File: src/rtl/spq_pkg.sv
// Shared types and defaults of the sorted priority queue.
// No dependencies.
`default_nettype none

package spq_pkg;

  localparam int DEPTH_DEFAULT      = 16;
  localparam int DATA_WIDTH_DEFAULT = 32;

  typedef enum logic {
    CMD_PUSH = 1'b0,
    CMD_POP  = 1'b1
  } spq_cmd_t;

  typedef enum logic [1:0] {
    ST_OK    = 2'd0,
    ST_FULL  = 2'd1,
    ST_EMPTY = 2'd2
  } spq_status_t;

  // Result handshake from the engine to the output register.
  typedef struct packed {
    logic        valid;
    spq_status_t status;
  } spq_res_ctl_t;

endpackage

`default_nettype wire

File: src/rtl/spq_req_if.sv
// Request channel: valid/ready plus command and value.
// No dependencies.
`default_nettype none

interface spq_req_if #(
  parameter int DATA_WIDTH = 32
);
  logic                         valid;
  logic                         ready;
  logic                         cmd;
  logic signed [DATA_WIDTH-1:0] data_value;

  modport source (output valid, cmd, data_value, input ready);
  modport sink   (input valid, cmd, data_value, output ready);
endinterface

`default_nettype wire

File: src/rtl/spq_rsp_if.sv
// Response channel: valid/ready plus popped value, status and occupancy.
// No dependencies.
`default_nettype none

interface spq_rsp_if #(
  parameter int DATA_WIDTH = 32,
  parameter int DEPTH      = 16
);
  localparam int CNT_W = $clog2(DEPTH + 1);

  logic                         valid;
  logic                         ready;
  logic signed [DATA_WIDTH-1:0] popped_value;
  logic [1:0]                   status;
  logic [CNT_W-1:0]             occupancy;

  modport source (output valid, popped_value, status, occupancy, input ready);
  modport sink   (input valid, popped_value, status, occupancy, output ready);
endinterface

`default_nettype wire

File: src/rtl/spq_ram.sv
// Generic single-write, single-read RAM with registered read data.
// No dependencies.
`default_nettype none

module spq_ram #(
  parameter int WIDTH = 32,
  parameter int DEPTH = 16,
  localparam int ADDR_W = (DEPTH > 1) ? $clog2(DEPTH) : 1
) (
  input  wire logic              clk,
  input  wire logic              we,
  input  wire logic [ADDR_W-1:0] waddr,
  input  wire logic [WIDTH-1:0]  wdata,
  input  wire logic              re,
  input  wire logic [ADDR_W-1:0] raddr,
  output logic      [WIDTH-1:0]  rdata
);

  logic [WIDTH-1:0] mem [DEPTH];

  always_ff @(posedge clk) begin
    if (we) begin
      mem[waddr] <= wdata;
    end
    if (re) begin
      rdata <= mem[raddr];
    end
  end

endmodule

`default_nettype wire

File: src/rtl/spq_engine.sv
// Queue engine: circular sorted store in RAM, insertion walk from the tail.
// Depends on spq_pkg; drives one spq_ram.
`default_nettype none

module spq_engine #(
  parameter int DEPTH      = spq_pkg::DEPTH_DEFAULT,
  parameter int DATA_WIDTH = spq_pkg::DATA_WIDTH_DEFAULT,
  localparam int ADDR_W = (DEPTH > 1) ? $clog2(DEPTH) : 1,
  localparam int CNT_W  = $clog2(DEPTH + 1)
) (
  input  wire logic                  clk,
  input  wire logic                  rst,
  // request side
  input  wire logic                  in_valid,
  output logic                       in_ready,
  input  wire spq_pkg::spq_cmd_t     in_cmd,
  input  wire logic [DATA_WIDTH-1:0] in_value,
  // result side
  output spq_pkg::spq_res_ctl_t      res,
  output logic [DATA_WIDTH-1:0]      res_value,
  output logic [CNT_W-1:0]           res_occ,
  input  wire logic                  res_ready,
  // RAM side
  output logic                       ram_we,
  output logic [ADDR_W-1:0]          ram_waddr,
  output logic [DATA_WIDTH-1:0]      ram_wdata,
  output logic                       ram_re,
  output logic [ADDR_W-1:0]          ram_raddr,
  input  wire logic [DATA_WIDTH-1:0] ram_rdata
);

  import spq_pkg::*;

  typedef enum logic [2:0] {
    S_IDLE,
    S_POP_RD,
    S_PUSH_CMP,
    S_PUSH_HEAD,
    S_RESULT
  } state_t;

  state_t              state;
  logic [ADDR_W-1:0]   head;
  logic [CNT_W-1:0]    count;
  logic [ADDR_W-1:0]   ptr;     // physical slot being compared
  logic [CNT_W-1:0]    remain;  // entries left to compare, including ptr
  logic [DATA_WIDTH-1:0] val;
  spq_status_t         res_status;

  logic [ADDR_W:0]     tail_sum;
  logic [ADDR_W-1:0]   tail;
  logic                stored_gt;

  function automatic logic [ADDR_W-1:0] wrap_inc(input logic [ADDR_W-1:0] a);
    return (a == ADDR_W'(DEPTH - 1)) ? '0 : a + ADDR_W'(1);
  endfunction

  function automatic logic [ADDR_W-1:0] wrap_dec(input logic [ADDR_W-1:0] a);
    return (a == '0) ? ADDR_W'(DEPTH - 1) : a - ADDR_W'(1);
  endfunction

  // last occupied slot: head + count - 1, wrapped
  assign tail_sum  = (ADDR_W + 1)'(head) + (ADDR_W + 1)'(count - CNT_W'(1));
  assign tail      = (tail_sum >= (ADDR_W + 1)'(DEPTH))
                   ? ADDR_W'(tail_sum - (ADDR_W + 1)'(DEPTH))
                   : tail_sum[ADDR_W-1:0];
  assign stored_gt = $signed(ram_rdata) > $signed(val);

  assign in_ready   = (state == S_IDLE);
  assign res.valid  = (state == S_RESULT);
  assign res.status = res_status;

  always_comb begin
    ram_we    = 1'b0;
    ram_waddr = head;
    ram_wdata = in_value;
    ram_re    = 1'b0;
    ram_raddr = head;
    unique case (state)
      S_IDLE: begin
        if (in_valid) begin
          if (in_cmd == CMD_POP) begin
            ram_re = (count != '0);
          end else if (count == '0) begin
            ram_we = 1'b1;
          end else if (count != CNT_W'(DEPTH)) begin
            ram_re    = 1'b1;
            ram_raddr = tail;
          end
        end
      end
      S_PUSH_CMP: begin
        ram_we    = 1'b1;
        ram_waddr = wrap_inc(ptr);
        ram_wdata = stored_gt ? val : ram_rdata;
        if (!stored_gt && remain != CNT_W'(1)) begin
          ram_re    = 1'b1;
          ram_raddr = wrap_dec(ptr);
        end
      end
      S_PUSH_HEAD: begin
        ram_we    = 1'b1;
        ram_waddr = ptr;
        ram_wdata = val;
      end
      default: begin
      end
    endcase
  end

  always_ff @(posedge clk) begin
    if (rst) begin
      state <= S_IDLE;
      head  <= '0;
      count <= '0;
    end else begin
      unique case (state)
        S_IDLE: begin
          if (in_valid) begin
            val       <= in_value;
            res_value <= '0;
            if (in_cmd == CMD_POP) begin
              if (count == '0) begin
                res_status <= ST_EMPTY;
                res_occ    <= count;
                state      <= S_RESULT;
              end else begin
                res_status <= ST_OK;
                state      <= S_POP_RD;
              end
            end else if (count == CNT_W'(DEPTH)) begin
              res_status <= ST_FULL;
              res_occ    <= count;
              state      <= S_RESULT;
            end else if (count == '0) begin
              res_status <= ST_OK;
              count      <= CNT_W'(1);
              res_occ    <= CNT_W'(1);
              state      <= S_RESULT;
            end else begin
              res_status <= ST_OK;
              ptr        <= tail;
              remain     <= count;
              state      <= S_PUSH_CMP;
            end
          end
        end
        S_POP_RD: begin
          res_value <= ram_rdata;
          head      <= wrap_inc(head);
          count     <= count - CNT_W'(1);
          res_occ   <= count - CNT_W'(1);
          state     <= S_RESULT;
        end
        S_PUSH_CMP: begin
          if (stored_gt) begin
            count   <= count + CNT_W'(1);
            res_occ <= count + CNT_W'(1);
            state   <= S_RESULT;
          end else if (remain == CNT_W'(1)) begin
            state <= S_PUSH_HEAD;
          end else begin
            ptr    <= wrap_dec(ptr);
            remain <= remain - CNT_W'(1);
          end
        end
        S_PUSH_HEAD: begin
          count   <= count + CNT_W'(1);
          res_occ <= count + CNT_W'(1);
          state   <= S_RESULT;
        end
        S_RESULT: begin
          if (res_ready) begin
            state <= S_IDLE;
          end
        end
        default: state <= S_IDLE;
      endcase
    end
  end

endmodule

`default_nettype wire

File: src/rtl/sorted_priority_queue.sv
// Sorted priority queue, top level. Holds up to DEPTH signed values in
// descending order in one RAM used as a circular buffer (head = largest).
// A pop reads the head slot and advances the head. A push walks from the
// tail toward the head, one stored entry per cycle, moving each entry that is
// not greater than the new value one slot back, and drops the value in the
// first gap behind a greater entry (or at the head). The one read port and
// one write port of the RAM set the walk rate. A new request is accepted
// only once the previous result has been handed off; the spacing is least
// for a full push, an empty pop or a push into an empty queue, and most for
// a push that lands at the head of a queue with DEPTH-1 entries.
// Depends on spq_pkg, spq_req_if, spq_rsp_if, spq_ram and spq_engine.
`default_nettype none

module sorted_priority_queue #(
  parameter int DEPTH      = spq_pkg::DEPTH_DEFAULT,
  parameter int DATA_WIDTH = spq_pkg::DATA_WIDTH_DEFAULT
) (
  input wire logic   clk,
  input wire logic   rst,
  spq_req_if.sink    req,
  spq_rsp_if.source  rsp
);

  import spq_pkg::*;

  localparam int ADDR_W = (DEPTH > 1) ? $clog2(DEPTH) : 1;
  localparam int CNT_W  = $clog2(DEPTH + 1);

  // engine <-> RAM
  logic                  ram_we;
  logic [ADDR_W-1:0]     ram_waddr;
  logic [DATA_WIDTH-1:0] ram_wdata;
  logic                  ram_re;
  logic [ADDR_W-1:0]     ram_raddr;
  logic [DATA_WIDTH-1:0] ram_rdata;

  // engine -> output register
  spq_res_ctl_t          res;
  logic [DATA_WIDTH-1:0] res_value;
  logic [CNT_W-1:0]      res_occ;
  logic                  res_ready;

  // output register: holds one finished result so the engine can take
  // the next transfer while the consumer stalls
  logic                  out_valid;
  logic [DATA_WIDTH-1:0] out_value;
  spq_status_t           out_status;
  logic [CNT_W-1:0]      out_occ;

  assign res_ready = !out_valid || rsp.ready;

  spq_ram #(
    .WIDTH (DATA_WIDTH),
    .DEPTH (DEPTH)
  ) u_ram (
    .clk   (clk),
    .we    (ram_we),
    .waddr (ram_waddr),
    .wdata (ram_wdata),
    .re    (ram_re),
    .raddr (ram_raddr),
    .rdata (ram_rdata)
  );

  spq_engine #(
    .DEPTH      (DEPTH),
    .DATA_WIDTH (DATA_WIDTH)
  ) u_engine (
    .clk       (clk),
    .rst       (rst),
    .in_valid  (req.valid),
    .in_ready  (req.ready),
    .in_cmd    (spq_cmd_t'(req.cmd)),
    .in_value  (req.data_value),
    .res       (res),
    .res_value (res_value),
    .res_occ   (res_occ),
    .res_ready (res_ready),
    .ram_we    (ram_we),
    .ram_waddr (ram_waddr),
    .ram_wdata (ram_wdata),
    .ram_re    (ram_re),
    .ram_raddr (ram_raddr),
    .ram_rdata (ram_rdata)
  );

  always_ff @(posedge clk) begin
    if (rst) begin
      out_valid <= 1'b0;
    end else if (res_ready) begin
      out_valid <= res.valid;
    end
    if (res_ready && res.valid) begin
      out_value  <= res_value;
      out_status <= res.status;
      out_occ    <= res_occ;
    end
  end

  assign rsp.valid        = out_valid;
  assign rsp.popped_value = out_value;
  assign rsp.status       = out_status;
  assign rsp.occupancy    = out_occ;

endmodule

`default_nettype wire

File: src/flat_wrapper.sv
// flat-port wrapper written by rule: the top's interface ports become plain ports
module sorted_priority_queue_flat import spq_pkg::*;
#(
  parameter int DEPTH      = spq_pkg::DEPTH_DEFAULT,
  parameter int DATA_WIDTH = spq_pkg::DATA_WIDTH_DEFAULT
)
  (clk, rst, req_valid, req_cmd, req_data_value, req_ready, rsp_valid, rsp_popped_value, rsp_status, rsp_occupancy, rsp_ready);
  spq_req_if #(.DATA_WIDTH(DATA_WIDTH)) req_i ();
  spq_rsp_if #(.DATA_WIDTH(DATA_WIDTH), .DEPTH(DEPTH)) rsp_i ();
  input wire logic clk;
  input wire logic rst;
  input wire logic [$bits(req_i.valid)-1:0] req_valid;
  input wire logic [$bits(req_i.cmd)-1:0] req_cmd;
  input wire logic [$bits(req_i.data_value)-1:0] req_data_value;
  output wire logic [$bits(req_i.ready)-1:0] req_ready;
  output wire logic [$bits(rsp_i.valid)-1:0] rsp_valid;
  output wire logic [$bits(rsp_i.popped_value)-1:0] rsp_popped_value;
  output wire logic [$bits(rsp_i.status)-1:0] rsp_status;
  output wire logic [$bits(rsp_i.occupancy)-1:0] rsp_occupancy;
  input wire logic [$bits(rsp_i.ready)-1:0] rsp_ready;
  assign req_i.valid = req_valid;
  assign req_i.cmd = req_cmd;
  assign req_i.data_value = req_data_value;
  assign req_ready = req_i.ready;
  assign rsp_valid = rsp_i.valid;
  assign rsp_popped_value = rsp_i.popped_value;
  assign rsp_status = rsp_i.status;
  assign rsp_occupancy = rsp_i.occupancy;
  assign rsp_i.ready = rsp_ready;
  sorted_priority_queue #(.DEPTH(DEPTH), .DATA_WIDTH(DATA_WIDTH)) u_core (.clk(clk), .rst(rst), .req(req_i), .rsp(rsp_i));
endmodule
File: config.mk
export PLATFORM = sky130hd
export DESIGN_NAME = sorted_priority_queue_flat
export DESIGN_NICKNAME = d
export VERILOG_FILES = /design/src/rtl/spq_pkg.sv /design/src/rtl/spq_req_if.sv /design/src/rtl/spq_rsp_if.sv /design/src/rtl/spq_ram.sv /design/src/rtl/spq_engine.sv /design/src/rtl/sorted_priority_queue.sv /design/src/flat_wrapper.sv
export SDC_FILE = /design/constraint.sdc
export NUM_CORES = 1
export LEC_CHECK = 0
export ABC_AREA = 1
export BUFFER_PORTS_ARGS = -buffer_cell sky130_fd_sc_hd__buf_2
export CAP_MARGIN = 40
export CORE_MARGIN = 5
export CORE_UTILIZATION = 30
export DETAILED_ROUTE_END_ITERATION = 7
export HOLD_SLACK_MARGIN = 0.06
export SYNTH_ARGS = -nofsm -noshare
export SYNTH_HDL_FRONTEND = slang
export SYNTH_SLANG_ARGS = --single-unit
export TNS_END_PERCENT = 100
File: constraint.sdc
create_clock -name clk -period 4.84 [get_ports clk]
set_input_delay 0.484 -clock clk [delete_from_list [all_inputs] [get_ports clk]]
set_output_delay 0.484 -clock clk [all_outputs]
set_load 0.01 [all_outputs]
==> flow_results.xml <==
<?xml version="1.0" encoding="UTF-8"?>
<metrics>
  <group name="timing">
    <metric name="slew_violations" unit="">0</metric>
    <metric name="tightest_pin_transition" unit="ns">0.8919</metric>
    <metric name="setup_tns" unit="ns">0</metric>
    <metric name="finalSetupViolCount" unit="">0</metric>
    <metric name="final.period_utilization" unit="">0.8318</metric>
    <metric name="timing.final.crit_period" unit="ns">4.026</metric>
    <metric name="rsz0062_at_grt" unit="">no</metric>
    <metric name="final-hold-violation-count" unit="">0</metric>
    <metric name="max_slew_margin" unit="">0.4054</metric>
    <metric name="maxClockFrequency" unit="GHz">0.2484</metric>
    <metric name="finalClockSkew" unit="ns">0.02707</metric>
  </group>
  <group name="finish">
    <metric name="nets" unit="">2927</metric>
    <metric name="filler_cell_count" unit="">9621</metric>
    <metric name="multi_input_area" unit="µm²">7557</metric>
    <metric name="area_growth_syn_to_layout" unit="%">15.99</metric>
    <metric name="diodes" unit="">0</metric>
    <metric name="final_util" unit="">0.3513</metric>
    <metric name="regArea" unit="µm²">20170</metric>
    <metric name="final_layout_size_suffix_gt1_frac" unit="">0.1063</metric>
  </group>
  <group name="global_route">
    <metric name="grt_antenna_before_repair" unit="">0</metric>
    <metric name="global_route_wire_length_before_repair" unit="mm">118.0</metric>
    <metric name="via_count_of_the_first_global_routing_pass" unit="">18970</metric>
    <metric name="grt_max_degree" unit="">108</metric>
    <metric name="gr-usage-met2" unit="">0.2350</metric>
    <metric name="met1_usage" unit="">0.1948</metric>
    <metric name="grt.busiest_layer" unit="">met2</metric>
    <metric name="grt_overflow_total" unit="">0</metric>
    <metric name="grt_usage" unit="">0.1430</metric>
    <metric name="grt_util_met3" unit="">0.02049</metric>
  </group>
  <group name="pwr">
    <metric name="worst_ir_drop_vdd" unit="µV">524.6</metric>
    <metric name="static-leakage-power" unit="nW">13.91</metric>
    <metric name="pd_cells" unit="nW/µm²">670.5</metric>
  </group>
  <group name="logic_synthesis">
    <metric name="synthesis.area_per_instance" unit="µm²">10.90</metric>
    <metric name="yosys.cell_count.top_type" unit="">sky130_fd_sc_hd__edfxtp_1</metric>
    <metric name="post-synth-top-area-fraction" unit="">0.6659</metric>
    <metric name="netlist_instances" unit="">2744</metric>
    <metric name="synth-async-reset-ratio" unit="">0</metric>
    <metric name="synth_common_cells" unit="">sky130_fd_sc_hd__edfxtp_1, sky130_fd_sc_hd__nand3_1, sky130_fd_sc_hd__nand2_1</metric>
    <metric name="synthTopCellsByArea" unit="">sky130_fd_sc_hd__edfxtp_1, sky130_fd_sc_hd__nand3_1, sky130_fd_sc_hd__nand2_1, sky130_fd_sc_hd__inv_1, sky130_fd_sc_hd__ha_1</metric>
    <metric name="synth_top_flop_cell" unit="">sky130_fd_sc_hd__edfxtp_1</metric>
    <metric name="synth_seq_area_share" unit="">0.6746</metric>
    <metric name="synth_nets" unit="">2825</metric>
    <metric name="ys.warnings.count" unit="">0</metric>
    <metric name="synthDistinctLibCells" unit="">46</metric>
    <metric name="post-synth-top-area-cell" unit="">sky130_fd_sc_hd__edfxtp_1</metric>
    <metric name="synthesis.area" unit="µm²">29900</metric>
    <metric name="synth_edf_count" unit="">663</metric>
    <metric name="synth-seq-cells" unit="">676</metric>
  </group>
  <group name="clocking">
    <metric name="root_buffer" unit="">sky130_fd_sc_hd__clkbuf_16</metric>
    <metric name="cts.path.max_buffers" unit="">3</metric>
    <metric name="ctsHtreeMaxLevel" unit="">3</metric>
    <metric name="cts.reportedPaths.clkPinSlew" unit="ns">0.06</metric>
    <metric name="cts_num_sinks" unit="">676</metric>
    <metric name="tritoncts.num_buffers" unit="">69</metric>
    <metric name="tritoncts" unit="">yes</metric>
    <metric name="post-cts-setup-buffers" unit="">0</metric>
    <metric name="worst_skew_pair.late_latency" unit="ns">0.62</metric>
  </group>
  <group name="die">
    <metric name="core_region_area" unit="µm²">98710</metric>
    <metric name="die_width" unit="µm">325.7</metric>
    <metric name="die_outline_height" unit="µm">325.7</metric>
    <metric name="row_count" unit="">115</metric>
    <metric name="initial_utilization" unit="">0.3029</metric>
    <metric name="io_pins" unit="">78</metric>
    <metric name="die_area" unit="µm²">106100</metric>
  </group>
  <group name="route">
    <metric name="final_antenna_net_count" unit="">0</metric>
    <metric name="avgViaCountPerCell" unit="">4.822</metric>
    <metric name="dr_vias" unit="">20180</metric>
    <metric name="dr.pass1.iters" unit="">5</metric>
    <metric name="routed_wire_length_per_instance" unit="µm">18.75</metric>
    <metric name="drt_iter0_drc" unit="">2149</metric>
    <metric name="post-route-drc-count" unit="">0</metric>
    <metric name="totalWireLength" unit="mm">78.47</metric>
  </group>
  <group name="worst_setup_path">
    <metric name="required" unit="ns">5.20</metric>
    <metric name="critical_path.startpoint_type" unit="">flop</metric>
    <metric name="critical_path.max_fanout" unit="">76</metric>
    <metric name="endpoint_kind" unit="">flop</metric>
    <metric name="cp.arrival" unit="ns">4.39</metric>
    <metric name="worst-setup-path-type" unit="">reg2reg</metric>
  </group>
  <group name="worst_hold_path">
    <metric name="holdCritPathClass" unit="">in2reg</metric>
  </group>
  <group name="placement">
    <metric name="place_hpwl" unit="mm">43.36</metric>
    <metric name="gp_routability_congestion" unit="">0.8406</metric>
    <metric name="port_buffer_count" unit="">77</metric>
  </group>
  <group name="run_status">
    <metric name="outcome" unit="">finished clean</metric>
  </group>
  <group name="flow_run">
    <metric name="max_cap_check_violation_count" unit="">0</metric>
  </group>
</metrics>
## registers in the layout, summed over array words and instances (netlist names), 5 cells and up
name / flops
u_core.u_engine.count: 5
u_core.rsp.popped_value: 32
u_core.u_engine.res_value: 32
u_core.rsp.occupancy: 5
u_core.u_ram.mem: 512
u_core.u_ram.rdata: 32
u_core.u_engine.remain: 5
u_core.u_engine.val: 32
u_core.u_engine.res_occ: 5
## placed cells by master (no fill, tap or decap), types with 14 or more instances in the layout
master	netlist	final
sky130_fd_sc_hd__dlygate4sd3_1	0	14
sky130_fd_sc_hd__clkbuf_16	0	73
sky130_fd_sc_hd__nor2_1	87	70
sky130_fd_sc_hd__nand2_1	519	516
sky130_fd_sc_hd__buf_2	81	77
sky130_fd_sc_hd__ha_1	43	43
sky130_fd_sc_hd__nand3b_1	57	57
sky130_fd_sc_hd__nor2_4	4	21
sky130_fd_sc_hd__buf_12	0	19
sky130_fd_sc_hd__nand3_1	590	590
sky130_fd_sc_hd__inv_1	427	427
sky130_fd_sc_hd__clkinv_1	2	17
sky130_fd_sc_hd__edfxtp_1	663	663
sky130_fd_sc_hd__o22ai_1	34	34
sky130_fd_sc_hd__o21ai_0	25	25
sky130_fd_sc_hd__buf_4	12	66
sky130_fd_sc_hd__a21oi_1	60	60
## through the flow
| step | hold WS, ns | setup WS [ns] | power (mW) | instance area, µm² | cells |
|---|---|---|---|---|---|
| 2_1_floorplan | 0.4003 | 1.141 | 14.78 | 29900 | 2744 |
| 5_1_grt | 0.07796 | 0.6210 | 24.70 | 34680 | 4184 |
| 3_5_place_dp | 0.4045 | 0.9381 | 17.96 | 32280 | 4048 |
| 4_1_cts | 0.06174 | 0.9111 | 23.36 | 34680 | 4184 |
| 6_report | 0.1009 | 0.8139 | 23.25 | 34680 | 4184 |
| 3_3_place_gp | 0.4019 | 0.8934 | 17.84 | 32230 | 4046 |
## where the power goes
part	switching [mW]	internal (mW)	leakage [nW]
Clock	2.23	3.15	1.10
Sequential	0.353	7.76	6.13
Combinational	6.88	2.87	6.69
Total	9.46	13.8	13.9
## worst paths after layout
path,startpoint,end,slack [ns],cells after the start
worst max-delay path,u_core.u_ram.rdata[27]$_DFFE_PP_,u_core.u_ram.rdata[27]$_DFFE_PP_,0.81,18
worst min-delay path,req_data_value[6],u_core.u_engine.val[6]$_DFFE_PP_,0.10,1
worst max register to register,u_core.u_ram.rdata[27]$_DFFE_PP_,u_core.u_ram.rdata[27]$_DFFE_PP_,0.81,18
worst min register to register,u_core.u_engine.res_status[1]$_SDFFCE_PN0P_,u_core.rsp.status[1]$_DFFE_PP_,0.42,0
## critical path: stages, from the launching register on
cell and delay (ns):
sky130_fd_sc_hd__edfxtp_1 0.46, sky130_fd_sc_hd__ha_1 0.32, sky130_fd_sc_hd__a21oi_1 0.17, sky130_fd_sc_hd__o21ai_1 0.13, sky130_fd_sc_hd__nand2_1 0.08, sky130_fd_sc_hd__nand2_1 0.04
sky130_fd_sc_hd__a21oi_1 0.44, sky130_fd_sc_hd__nand2_1 0.12, sky130_fd_sc_hd__nand2_1 0.12, sky130_fd_sc_hd__nand4_2 0.13, sky130_fd_sc_hd__nand2_1 0.14, sky130_fd_sc_hd__nand2_2 0.10
sky130_fd_sc_hd__nand2_8 0.19, sky130_fd_sc_hd__buf_4 0.69, sky130_fd_sc_hd__nand3_1 0.17, sky130_fd_sc_hd__nand3_1 0.14, sky130_fd_sc_hd__nand3_1 0.08, sky130_fd_sc_hd__nand3_1 0.08
sky130_fd_sc_hd__nand2_1 0.06
## kinds of logic (layout without fill, tap and decap cells)
kind of cell               Yosys count  in the layout  synth area share
and+or+nand+nor                   1276           1276            0.1953
DFF                                676            676            0.6746
buffers and inverters              586            739           0.07897
AOI/OAI and AO/OA                  153            153           0.02984
adders and majority gates           44             44           0.01867
xor gates and xnor gates             9              9          0.002637
## final cells by class
type | count | share of cell area
Clock buffer | 88 | 0.05488
Tap cell | 1287 | 0.04644
Inverter | 440 | 0.04763
Timing Repair Buffer | 177 | 0.04120
Multi-Input combinational cell | 1482 | 0.2179
Sequential cell | 676 | 0.5816
Clock inverter | 34 | 0.01032
## timing repair
action                                 4_1_cts  5_1_grt
hold buffers                                14        0
endpoints found under the hold margin       14        0
resized for setup                            0        0
## routing by layer
layer  vias up  part of all wire
met3       153             0.075
li1       9535                 -
met1      9660              0.43
met5         -                 0
met4         0             0.031
met2       828              0.47
Note: power is estimated with default switching activity, not from simulation.
